<file path="src/sv/spd_pkg.sv">
// spd_pkg: types, character codes and the hex digit decoder for the
// serial packet deframer. No dependencies; imported by the core.
package spd_pkg;

  // payload counter and limit register width
  localparam int unsigned LEN_W = 13;

  // hard ceiling on the frame payload, applied to the limit register
  localparam logic [LEN_W-1:0] MAX_FRAME = 13'd4096;

  // reset value of the limit register
  localparam logic [LEN_W-1:0] LIMIT_RESET = 13'd1024;

  // protocol characters
  localparam logic [7:0] CH_DOLLAR = 8'h24;  // '$' frame start
  localparam logic [7:0] CH_HASH   = 8'h23;  // '#' frame end
  localparam logic [7:0] CH_PLUS   = 8'h2b;  // '+' ack
  localparam logic [7:0] CH_MINUS  = 8'h2d;  // '-' nak

  // deframer phase, one-hot
  typedef enum logic [3:0] {
    PH_HUNT = 4'b0001,
    PH_DATA = 4'b0010,
    PH_CK1  = 4'b0100,
    PH_CK2  = 4'b1000
  } phase_t;

  // kind of result item
  typedef enum logic [2:0] {
    K_PAYLOAD = 3'd0,
    K_NAK     = 3'd1,
    K_GOOD    = 3'd2,
    K_BAD     = 3'd3,
    K_END     = 3'd4
  } kind_t;

  // decoded hex digit: valid flag and value (zero when not a hex digit)
  typedef struct packed {
    logic       valid;
    logic [3:0] value;
  } hex_digit_t;

  function automatic hex_digit_t hex_decode(input logic [7:0] c);
    hex_digit_t d;
    logic [7:0] diff;
    d    = '{valid: 1'b0, value: 4'd0};
    diff = 8'd0;
    if (c >= 8'h30 && c <= 8'h39) begin
      diff = c - 8'h30;
      d    = '{valid: 1'b1, value: diff[3:0]};
    end else if (c >= 8'h61 && c <= 8'h66) begin
      diff = c - 8'h57;
      d    = '{valid: 1'b1, value: diff[3:0]};
    end else if (c >= 8'h41 && c <= 8'h46) begin
      diff = c - 8'h37;
      d    = '{valid: 1'b1, value: diff[3:0]};
    end
    return d;
  endfunction

endpackage

</file>
<file path="src/sv/serial_packet_deframer_core.sv">
// serial_packet_deframer_core: frame hunter, payload pass-through, mod-256
// checksum and hex checksum check with a registered result stage.
// Depends on spd_pkg.
//
// Usage
//   in channel  (in_valid/in_ready): one received byte rx_byte, or an end of
//     stream event when rx_end is high (rx_byte is then ignored).
//   out channel (out_valid/out_ready): at most one result item per input
//     item: a payload byte, a nak while hunting, frame good with its length,
//     checksum bad, or stream ended. '+'/'-' to send back are on tx_byte.
//   cfg channel (cfg_valid/cfg_ready): writes max_payload_len, the largest
//     payload of one frame (clamped to 4096). Write it only while idle.
// Timing
//   An item is decoded in the cycle it is accepted and its result is shown
//   from the next cycle. The only storage in the path is the phase/sum/count
//   state and the one output register, so one item is taken every cycle while
//   that register is empty or being taken. When the receiver stalls, the output
//   register holds and in_ready falls only while that register is full and not taken.
// Reset
//   rst (synchronous) returns to hunting with empty sums, drops any waiting
//   result and sets the limit to 1024.
module serial_packet_deframer_core
  import spd_pkg::*;
(
  input  logic             clk,
  input  logic             rst,
  // input channel
  input  logic             in_valid,
  output logic             in_ready,
  input  logic [7:0]       rx_byte,
  input  logic             rx_end,
  // result channel
  output logic             out_valid,
  input  logic             out_ready,
  output logic [2:0]       result_kind,
  output logic [7:0]       payload_byte,
  output logic [7:0]       tx_byte,
  output logic [LEN_W-1:0] frame_length,
  output logic [7:0]       computed_sum,
  output logic [7:0]       received_sum,
  // configuration channel
  input  logic             cfg_valid,
  output logic             cfg_ready,
  input  logic [LEN_W-1:0] max_payload_len
);

  // state
  logic [LEN_W-1:0] limit_reg;
  phase_t           phase;
  phase_t           phase_next;
  logic [7:0]       running_sum;
  logic [7:0]       running_sum_next;
  logic [LEN_W-1:0] byte_count;
  logic [LEN_W-1:0] byte_count_next;
  logic [3:0]       first_digit;
  logic [3:0]       first_digit_next;
  logic             first_digit_valid;
  logic             first_digit_valid_next;

  // result of the current item
  logic             res_emit;
  kind_t            res_kind;
  logic [7:0]       res_payload;
  logic [7:0]       res_tx;
  logic [LEN_W-1:0] res_len;
  logic [7:0]       res_csum;
  logic [7:0]       res_rsum;

  logic             in_fire;
  logic [LEN_W-1:0] limit_now;
  logic [LEN_W-1:0] count_inc;
  logic [7:0]       sum_inc;
  hex_digit_t       hex_in;
  logic [7:0]       rsum;

  // handshakes: output register frees the input side whenever it is taken
  assign in_ready  = !out_valid || out_ready;
  assign in_fire   = in_valid && in_ready;
  assign cfg_ready = 1'b1;

  // effective limit and per-byte arithmetic
  assign limit_now = (limit_reg > MAX_FRAME) ? MAX_FRAME : limit_reg;
  assign count_inc = byte_count + 1'b1;
  assign sum_inc   = running_sum + rx_byte;
  assign hex_in    = hex_decode(rx_byte);

  // received checksum from the two digits: zero if the first is not hex, the first alone if the second is not
  always_comb begin
    if (!first_digit_valid) begin
      rsum = 8'd0;
    end else if (hex_in.valid) begin
      rsum = {first_digit, hex_in.value};
    end else begin
      rsum = {4'd0, first_digit};
    end
  end

  // next state and result for one item
  always_comb begin
    phase_next             = phase;
    running_sum_next       = running_sum;
    byte_count_next        = byte_count;
    first_digit_next       = first_digit;
    first_digit_valid_next = first_digit_valid;
    res_emit    = 1'b0;
    res_kind    = K_PAYLOAD;
    res_payload = 8'd0;
    res_tx      = 8'd0;
    res_len     = '0;
    res_csum    = 8'd0;
    res_rsum    = 8'd0;
    if (rx_end) begin
      phase_next = PH_HUNT;
      res_emit   = 1'b1;
      res_kind   = K_END;
    end else begin
      case (phase)
        PH_HUNT: begin
          if (rx_byte == CH_DOLLAR) begin
            running_sum_next       = 8'd0;
            byte_count_next        = '0;
            first_digit_next       = 4'd0;
            first_digit_valid_next = 1'b0;
            phase_next = (limit_now == '0) ? PH_CK1 : PH_DATA;
          end else if (rx_byte != CH_PLUS) begin
            res_emit = 1'b1;
            res_kind = K_NAK;
            res_tx   = CH_MINUS;
          end
        end
        PH_DATA: begin
          if (rx_byte == CH_HASH) begin
            phase_next = PH_CK1;
          end else begin
            running_sum_next = sum_inc;
            byte_count_next  = count_inc;
            if (count_inc >= limit_now) begin
              phase_next = PH_CK1;
            end
            res_emit    = 1'b1;
            res_kind    = K_PAYLOAD;
            res_payload = rx_byte;
          end
        end
        PH_CK1: begin
          first_digit_valid_next = hex_in.valid;
          first_digit_next       = hex_in.value;
          phase_next             = PH_CK2;
        end
        PH_CK2: begin
          phase_next = PH_HUNT;
          res_emit   = 1'b1;
          res_csum   = running_sum;
          res_rsum   = rsum;
          if (rsum == running_sum) begin
            res_kind = K_GOOD;
            res_tx   = CH_PLUS;
            res_len  = byte_count;
          end else begin
            res_kind = K_BAD;
            res_tx   = CH_MINUS;
          end
        end
        default: begin
          phase_next = PH_HUNT;
        end
      endcase
    end
  end

  // configuration register
  always_ff @(posedge clk) begin
    if (rst) begin
      limit_reg <= LIMIT_RESET;
    end else if (cfg_valid && cfg_ready) begin
      limit_reg <= max_payload_len;
    end
  end

  // frame state, advanced once per accepted item
  always_ff @(posedge clk) begin
    if (rst) begin
      phase             <= PH_HUNT;
      running_sum       <= 8'd0;
      byte_count        <= '0;
      first_digit       <= 4'd0;
      first_digit_valid <= 1'b0;
    end else if (in_fire) begin
      phase             <= phase_next;
      running_sum       <= running_sum_next;
      byte_count        <= byte_count_next;
      first_digit       <= first_digit_next;
      first_digit_valid <= first_digit_valid_next;
    end
  end

  // output register valid
  always_ff @(posedge clk) begin
    if (rst) begin
      out_valid <= 1'b0;
    end else if (in_fire) begin
      out_valid <= res_emit;
    end else if (out_ready) begin
      out_valid <= 1'b0;
    end
  end

  // output register payload
  always_ff @(posedge clk) begin
    if (in_fire && res_emit) begin
      result_kind  <= res_kind;
      payload_byte <= res_payload;
      tx_byte      <= res_tx;
      frame_length <= res_len;
      computed_sum <= res_csum;
      received_sum <= res_rsum;
    end
  end

  // an end of stream item always answers with a stream-ended result and hunts
  a_end_result: assert property (@(posedge clk) disable iff (rst)
    (in_fire && rx_end) |=>
      (out_valid && result_kind == K_END && phase == PH_HUNT))
    else $error("end of stream did not give a stream-ended result");

  // while collecting payload the count stays below the hard ceiling
  a_count_limit: assert property (@(posedge clk) disable iff (rst)
    (phase == PH_DATA) |-> (byte_count < MAX_FRAME))
    else $error("payload count reached the ceiling inside the data phase");

  // a good frame sends ack and its sums agree
  a_good_frame: assert property (@(posedge clk) disable iff (rst)
    (out_valid && result_kind == K_GOOD) |->
      (tx_byte == CH_PLUS && computed_sum == received_sum))
    else $error("good frame result is inconsistent");

  // a payload result carries no ack/nak, length or sums
  a_payload_clean: assert property (@(posedge clk) disable iff (rst)
    (out_valid && result_kind == K_PAYLOAD) |->
      (tx_byte == 8'd0 && frame_length == '0 && computed_sum == 8'd0))
    else $error("payload result carries stray fields");

endmodule

</file>
<file path="config.mk">
export PLATFORM = sky130hd
export DESIGN_NAME = serial_packet_deframer_core
export DESIGN_NICKNAME = d
export VERILOG_FILES = /design/src/sv/spd_pkg.sv /design/src/sv/serial_packet_deframer_core.sv
export SDC_FILE = /design/constraint.sdc
export NUM_CORES = 1
export LEC_CHECK = 0
export BUFFER_PORTS_ARGS = -buffer_cell sky130_fd_sc_hd__buf_2
export CORE_MARGIN = 2
export CORE_UTILIZATION = 51
export CTS_BUF_LIST = sky130_fd_sc_hd__clkbuf_16
export DETAILED_ROUTE_END_ITERATION = 6
export HOLD_SLACK_MARGIN = 0.1
export PLACE_DENSITY = 0.76
export SKIP_LAST_GASP = 1
export SYNTH_ARGS = -nofsm -noshare
export SYNTH_HDL_FRONTEND = slang
export SYNTH_SLANG_ARGS = --single-unit
</file>
<file path="constraint.sdc">
create_clock -name clk -period 2.9 [get_ports clk]
set_input_delay 0.29 -clock clk [delete_from_list [all_inputs] [get_ports clk]]
set_output_delay 0.29 -clock clk [all_outputs]
set_load 0.03 [all_outputs]
</file>
Yosys cells after proc, flatten, opt, wreduce, memory -nomap -nowiden

Cells that the tools add are included.

Register bits after elaboration: 92
Bits in latches: 0
Bits in writable memories: 0
Memory bits (read-only): 0
Output and inout port bits: 51
Word-level logic and storage cells: 96
Memories: 0

Add/subtract/negate cells: 5
Multiply operators: 0
Div/mod/pow operators: 0
$lt $le $gt $ge: 8
Equal/unequal tests: 12
Shift-type cells: 0
Muxes and demuxes: 37
Bitwise gates (word level): 4
Reduce and logical (&&, ||, !) cells: 17

Operator list:

| operator              | number |
|---|---|
| $mux 13               | 3 |
| $mux 8                | 4 |
| $pmux 13 s2           | 1 |
| $mux 4                | 5 |
| $eq 8x6->1 const B    | 2 |
| $ge 8x7->1 const B    | 2 |
| $le 8x7->1 const B    | 2 |
| $pmux 8 s2            | 1 |
| $mux 5                | 3 |
| $add 13x1->13 const B | 1 |
| $ge 13x13->1          | 1 |
| $gt 13x13->1 const B  | 1 |
| $logic_not 13->1      | 1 |
| $mux 6                | 2 |
| $pmux 4 s3            | 1 |
| $pmux 6 s2            | 1 |
| $mux 1                | 10 |
| $add 8x8->8           | 1 |
| $eq 8x8->1            | 1 |
| $ge 8x6->1 const B    | 1 |
| $le 8x6->1 const B    | 1 |
| $ne 8x6->1 const B    | 1 |
| $pmux 4 s2            | 1 |
| $sub 4x3->4 const B   | 2 |
| other kinds (22)      | 34 |

Logic depth before layout (Yosys ltp)

Gate-level depths: netlist (run 1).

Depth after elaboration: 10
Gate-level depth with buffers: 13
Gate-level depth less buffers: 13

Least setup slack after synthesis (run 1)

OpenSTA, ideal clock, no wires.

Path kind: register to register
Start point: register byte_count[0]
End point: register phase[0]
Arrival: 3.076 ns
Data required time: 2.826 ns
Slack: -0.251 ns
Cell stages (with the launch flop): 14
Path through: dfxtp_1 -> ha_1 -> nand3_1 -> nor3_1 -> and3_1 -> nand3_1 -> xnor2_1 -> ha_1 -> nand4_1 -> a211oi_1 -> nand2_1 -> a221o_1 -> mux2_4 -> a31oi_2

Cells in the longest elaborated chain, start to end: 4

Ends and longest elaborated chain:

| element                    | RTL line                           | RTL |
|---|---|---|
| start, declared            | serial_packet_deframer_core.sv:53  | `logic [LEN_W-1:0] byte_count;` |
| start signal, assigned     | serial_packet_deframer_core.sv:191 | `byte_count <= byte_count_next;` |
| $add 13x1->13              | serial_packet_deframer_core.sv:83  | `assign count_inc = byte_count + 1'b1;` |
| $ge 13x13->1               | serial_packet_deframer_core.sv:137 | `if (count_inc >= limit_now) begin` |
| $ne 4x4->1 (no line)       | -                                  |  |
| $reduce_and 3->1 (no line) | -                                  |  |
| end signal, assigned       | serial_packet_deframer_core.sv:189 | `phase <= phase_next;` |
| end, declared              | serial_packet_deframer_core.sv:49  | `phase_t phase;` |

Every way passes these cells.
A chain may end at the register's enable or synchronous reset.

Final worst setup path (run 1)

Start point: register byte_count[1]
End point: register phase[0]

The elaborated chain is that of the path after synthesis.

==> impl_metrics.py, run 1 <==
metrics = {
    "timing": {
        "slew_violations": 0,
        "rsz0062_at_grt": "yes",
        "finalSetupTns_ps": 0,
        "fin_crit_sh": 0.982,
        "worst_slew_pin_slew_ps": 484,
        "max_freq_mhz": 351,
        "clock_skew_ps": 9.97,
        "setup_viol": 0,
        "period_needed_ps": 2850,
        "hold_violations": 0,
        "slew_headroom": 0.673,
    },
    "floorplanning": {
        "dieArea_um2": 10100,
        "die_h_um": 100,
        "die_w_um": 100,
        "io_pins": 78,
        "start_util": 0.519,
        "fp-row-count": 35,
        "core-area_um2": 9150,
    },
    "setup_path": {
        "crit_type": "flop to flop",
        "cp-startpoint": "byte_count[1]",
        "rr_worst_depth": 13,
        "crit_top_cell": "nand3_4",
        "endpoint": "phase[0]",
        "crit_path_top_delay_cell": "a221o_1",
        "path_max_fanout": 4,
        "worst_setup_path_end_kind": "flop",
        "crit_path_max_incr_delay_ps": 410,
        "crit_chain": "ha_4 -> nand3_4 -> nor3_4 -> and3_4 -> nand3_4 -> xnor2_2 -> ha_1 -> nand4_1 -> a211oi_2 -> nand2_1 -> a221o_1 -> mux2_4 -> a31oi_2",
        "reg2reg_from": "byte_count[1]",
        "cp.required_ps": 3160,
        "rr_endpoint": "phase[0]",
        "cp-start-kind": "flop",
        "r2r_setup_slack_ps": 50,
        "critPathArrivalTime_ps": 3110,
    },
    "global_routing": {
        "grtUsageMet3": 0.0437,
        "gr-usage-met1": 0.319,
        "grt_most_used_layer": "met2",
        "grt_start_max_net_pins": 38,
        "antenna_found_initial": 0,
        "gr-total-overflow": 0,
        "met2_usage": 0.362,
        "grt_use_total": 0.225,
        "grt_pass1_wl_um": 18000,
        "grt_pass1_vias": 3656,
    },
    "placed_design": {
        "place_area_um2": 5400,
        "routabilityCongestion": 0.961,
        "dp_hpwl_um": 8180,
        "io_buffers": 73,
    },
    "clock_network": {
        "tritoncts": "yes",
        "ctsRootBufferMaster": "clkbuf_16",
        "clock_latency_ps": 330,
        "htreeDepth": 3,
        "cts_sinks": 86,
        "clk_path_buf_depth": 2,
        "cts_made_buffers": 9,
        "cts.clk_slew.worst_paths_ps": 70,
        "hold_buffers": 0,
    },
    "synth": {
        "async_flop_share": 0,
        "synth.ff_latch_count": 86,
        "synth_cells": 492,
        "synth.distinct_cells": 69,
        "yosys_warnings": 0,
        "syn_area_um2": 4750,
        "synth_flop_cell": "dfxtp_1",
        "postSynthAreaPerCell_um2": 9.65,
        "ys_seq_area_frac": 0.451,
        "synth_edf_count": 42,
    },
    "layout": {
        "final_common_cell": "buf_2",
        "area_growth_pct": 22.2,
        "nFillCells": 770,
        "nNetsFinal": 638,
        "fin_util": 0.634,
        "diodes": 0,
        "drive_gt1_frac": 0.264,
        "final_cell_mix": "buf_2 (73), nor2_1 (58), edfxtp_1 (42)",
        "fin_area_um2": 5800,
    },
    "power_and_ir_drop": {
        "power_density_nw_per_um2": 482,
        "irDropWorstVdd_uv": 254,
        "p_leak_nw": 2.43,
    },
    "run": {
        "cap_viol_max_count": 0,
    },
    "detailed_routing": {
        "drt_iter0_drc": 175,
        "drc": 0,
        "postRouteWirelength_um": 11400,
        "firstDrtPassIters": 5,
        "drt-wirelength-per-cell_um": 16.2,
        "viasPerCell": 5.63,
        "via_count": 3945,
        "ant_nets": 0,
    },
    "hold_path": {
        "hold_path.class": "primary input to flop",
        "min-delay-start": "max_payload_len[10]",
    },
    "outcome": {
        "run_status": "complete, no violations",
    },
}
cell type report:
class	count	area (um2)	area share
clock inverters	6	37.5	0.00647
flip-flops and latches	86	2160	0.373
inverters	14	52.6	0.00906
repair buffers	110	647	0.112
multi-input cells	364	2510	0.433
clock buffers	10	250	0.0431
well taps	111	139	0.0239
cell families (layout without fill, tap and decap cells):
kind of cell | after synthesis | count (layout) | synth area share
AND/OR/NAND/NOR | 195 | 195 | 0.218
AO/OA/AOI/OAI | 103 | 103 | 0.144
flip-flops | 86 | 86 | 0.451
buffers and inverters | 44 | 140 | 0.0432
adder cells (fa/ha/maj) | 26 | 26 | 0.0701
XOR/XNOR | 21 | 21 | 0.0388
multiplexers | 15 | 15 | 0.0327
other | 2 | 4 | 0.00158
layer usage:
metal,routed length (um),vias up
met5,0,-
met4,123,0
met3,632,12
met2,5270,136
met1,5340,1851
li1,-,1946
critical path, delay by kind of cell, from the launching register on:
family          cells  cell delay (ps)
simple gates        6              760
compound gates      3              720
fa+ha+maj           2              440
flops               1              370
mux                 1              320
xor+xnor            1              160
cells in the mapped netlist, types with 4 or more instances:
library cell  number  share of area
buf_2              5         0.0053
a22oi_1           10          0.016
xnor2_1            9          0.017
nand2_1           34          0.027
nor2_1            58          0.046
inv_1             14          0.011
xor2_1            12          0.022
buf_4              7          0.011
clkbuf_1          16          0.013
o21ai_0           16          0.017
nor3b_1            5         0.0079
nor3_1             6         0.0063
dfxtp_1           44           0.19
a21oi_1           33          0.035
or3_1              6         0.0079
ha_1              25          0.066
nand4_1            4         0.0053
and2_1            33          0.044
edfxtp_1          42           0.27
nor2b_1            4         0.0053
mux2i_1           14          0.030
nand3_1           17          0.018
nor4_1             4         0.0053
a21o_1             5         0.0079
worst min-delay path by stage:
stage                           endpoint  slack [ps]  depth (start not counted)
after floorplan           result_kind[2]         390                          0
after global placement     limit_reg[10]         490                          2
after CTS                  limit_reg[10]         180                          3
after detailed placement   limit_reg[10]         500                          2
after global routing       limit_reg[10]         190                          3
final                      limit_reg[10]         180                          3
timing repair:
item	CTS	global route
pin swaps	4	10
resized for setup	7	14
cloned	0	0
buffers inserted	3	1
endpoints found under the setup margin	4	4
stage by stage:
stage	total power [W]	setup slack, ps	instances	hold WS [ps]
2_1_floorplan	0.00163	3.33	494	389
3_3_place_gp	0.00172	35.9	681	487
3_5_place_dp	0.00173	-75.7	681	503
4_1_cts	0.00282	10.9	700	176
5_1_grt	0.00290	-42.8	701	186
6_report	0.00280	51.7	701	182
report_power, final:
group          switching [W]  internal, W  total, W
registers          0.0000236      0.00133   0.00135
clock network       0.000464     0.000628   0.00109
logic               0.000245     0.000112  0.000357
(Power assumes the default switching activity.)
==> run 2, diff against run 1 <==
Settings changed: CORE_ASPECT_RATIO set to 0.5, CORE_UTILIZATION 51 to 57, PLACE_DENSITY 0.76 to 0.81.
Clock period 2.9 ns to 3.05 ns, I/O delays scaled along.
==> impl_metrics.py, run 2 (synthesis results as in run 1) <==
metrics = {
    "outcome": {
        "run_status": "complete, no violations",
    },
    "layout": {
        "multiInputGateArea_um2": 2470,
        "nFillCells": 607,
        "area_growth_pct": 18.9,
        "regArea_um2": 2150,
        "final_common_cell": "buf_2",
        "drive_gt1_frac": 0.232,
        "nNetsFinal": 622,
        "fin_util": 0.703,
        "final_cell_mix": "buf_2 (73), nor2_1 (58), edfxtp_1 (42)",
        "diodes": 0,
    },
    "clock_network": {
        "cts.clk_slew.worst_paths_ps": 60,
        "hold_buffers": 0,
        "clk_path_buf_depth": 2,
        "tritoncts": "yes",
        "cts_made_buffers": 9,
        "ctsRootBufferMaster": "clkbuf_16",
        "htreeDepth": 3,
        "cts_sinks": 86,
        "clock_latency_ps": 350,
    },
    "global_routing": {
        "gr-total-overflow": 0,
        "antenna_found_initial": 0,
        "grt_start_max_net_pins": 43,
        "grt_pass1_wl_um": 16600,
        "grt_use_total": 0.239,
        "grt_pass1_vias": 3322,
    },
    "detailed_routing": {
        "viasPerCell": 5.61,
        "dr.max_layer_used": "met4",
        "drt-wirelength-per-cell_um": 15.5,
        "routed-wl-met3_um": 630,
        "drt_iter0_drc": 299,
        "wl_met1_um": 4880,
        "met2WireLength_um": 4920,
        "firstDrtPassIters": 6,
        "ant_nets": 0,
        "drc": 0,
        "via_count": 3851,
        "postRouteWirelength_um": 10600,
    },
    "timing": {
        "worst_slew_pin_slew_ps": 630,
        "fin_crit_sh": 0.941,
        "setup_viol": 0,
        "holdWs_ps": 189,
        "clock_skew_ps": 9.62,
        "slew_headroom": 0.580,
        "fin_ws_ps": 181,
        "rsz0062_at_grt": "no",
        "max_freq_mhz": 349,
        "hold_violations": 0,
        "finalSetupTns_ps": 0,
        "slew_violations": 0,
        "period_needed_ps": 2870,
    },
    "floorplanning": {
        "die_w_um": 133,
        "core-area_um2": 8030,
        "start_util": 0.591,
        "fp-row-count": 23,
        "io_pins": 78,
        "dieArea_um2": 9120,
        "die_h_um": 68.5,
    },
    "setup_path": {
        "cp.required_ps": 3330,
        "critPathArrivalTime_ps": 3150,
        "path_max_fanout": 4,
        "worst_setup_path_end_kind": "flop",
        "crit_type": "flop to flop",
        "reg2reg_from": "byte_count[1]",
        "r2r_setup_slack_ps": 180,
        "rr_endpoint": "phase[0]",
        "crit_path_top_delay_cell": "a221o_1",
        "rr_worst_depth": 13,
        "path_depth": 13,
        "crit_path_max_incr_delay_ps": 390,
        "critPathBufInv": 0,
        "crit_chain": "ha_4 -> nand3_4 -> nor3_4 -> and3_4 -> nand3_2 -> xnor2_2 -> ha_1 -> nand4_1 -> a211oi_2 -> nand2_1 -> a221o_1 -> mux2_4 -> a31oi_2",
        "cp_top_family": "simple AND/OR/NAND/NOR gates",
        "cp-start-kind": "flop",
    },
    "hold_path": {
        "min-delay-start": "max_payload_len[10]",
        "hold_path.class": "primary input to flop",
        "hold_depth": 3,
        "min_to": "limit_reg[10]",
    },
    "power_and_ir_drop": {
        "irDropWorstVdd_uv": 292,
        "p_leak_nw": 2.34,
        "power_w": 0.00272,
        "power_density_nw_per_um2": 482,
    },
    "run": {
        "cap_viol_max_count": 0,
    },
    "placed_design": {
        "dp_hpwl_um": 7410,
        "dp_slack_ps": 36.0,
        "io_buffers": 73,
        "routabilityCongestion": 0.915,
    },
}
## run 2: cell types whose count changed in the layout (fill, tap and decap cells not counted), moves of 2 or more
cell / delta
buf_4: -15
clkinv_4: -2
dfxtp_2: +3
dfxtp_4: -4
inv_1: +2
nand3_1: +2
## run 2: per-layer routing
metal / vias up / GRT usage
met2: 113 / 0.388
met4: 0 / 0.0995
met3: 13 / 0.0570
met1: 1806 / 0.314
met5: - / 0
li1: 1919 / -
## run 2: final cells by class
cell class	count	area share
multi-input combinational	364	0.438
sequential	86	0.381
inverter	14	0.00931
clock inverter	6	0.00953
tap	112	0.0248
clock buffer	10	0.0443
timing repair buffer	94	0.0927
## run 2: worst max path at each step
| stage | endpoint | startpoint | slack (ps) |
|---|---|---|---|
| floorplan | phase[0] | byte_count[0] | 40 |
| CTS | phase[0] | byte_count[0] | 10 |
| global placement | phase[0] | byte_count[0] | 150 |
| global route | phase[0] | byte_count[0] | 10 |
| detailed placement | phase[0] | byte_count[0] | 40 |
| finish | phase[0] | byte_count[1] | 180 |
## run 2: tightest hold or removal path, cell delays in order
cell and delay [ps]:
buf_2 80, mux2i_1 60, nand2_1 60
## run 2: power breakdown
group | switching [W] | leakage [nW] | internal, W | total [W]
combinational | 0.000231 | 1.40 | 0.000102 | 0.000333
sequential | 0.0000229 | 0.781 | 0.00127 | 0.00129
clock | 0.000425 | 0.159 | 0.000673 | 0.00110
## run 2: what timing repair did
item,in CTS,in global routing
endpoints found under the setup margin,0,4
buffers inserted,0,2
gates resized for setup,0,16
## run 2: stage by stage
| step | cells | instance area, um2 |
|---|---|---|
| 2_1_floorplan | 494 | 4760 |
| 3_3_place_gp | 668 | 5250 |
| 3_5_place_dp | 668 | 5250 |
| 4_1_cts | 684 | 5560 |
| 5_1_grt | 686 | 5640 |
| 6_report | 686 | 5640 |
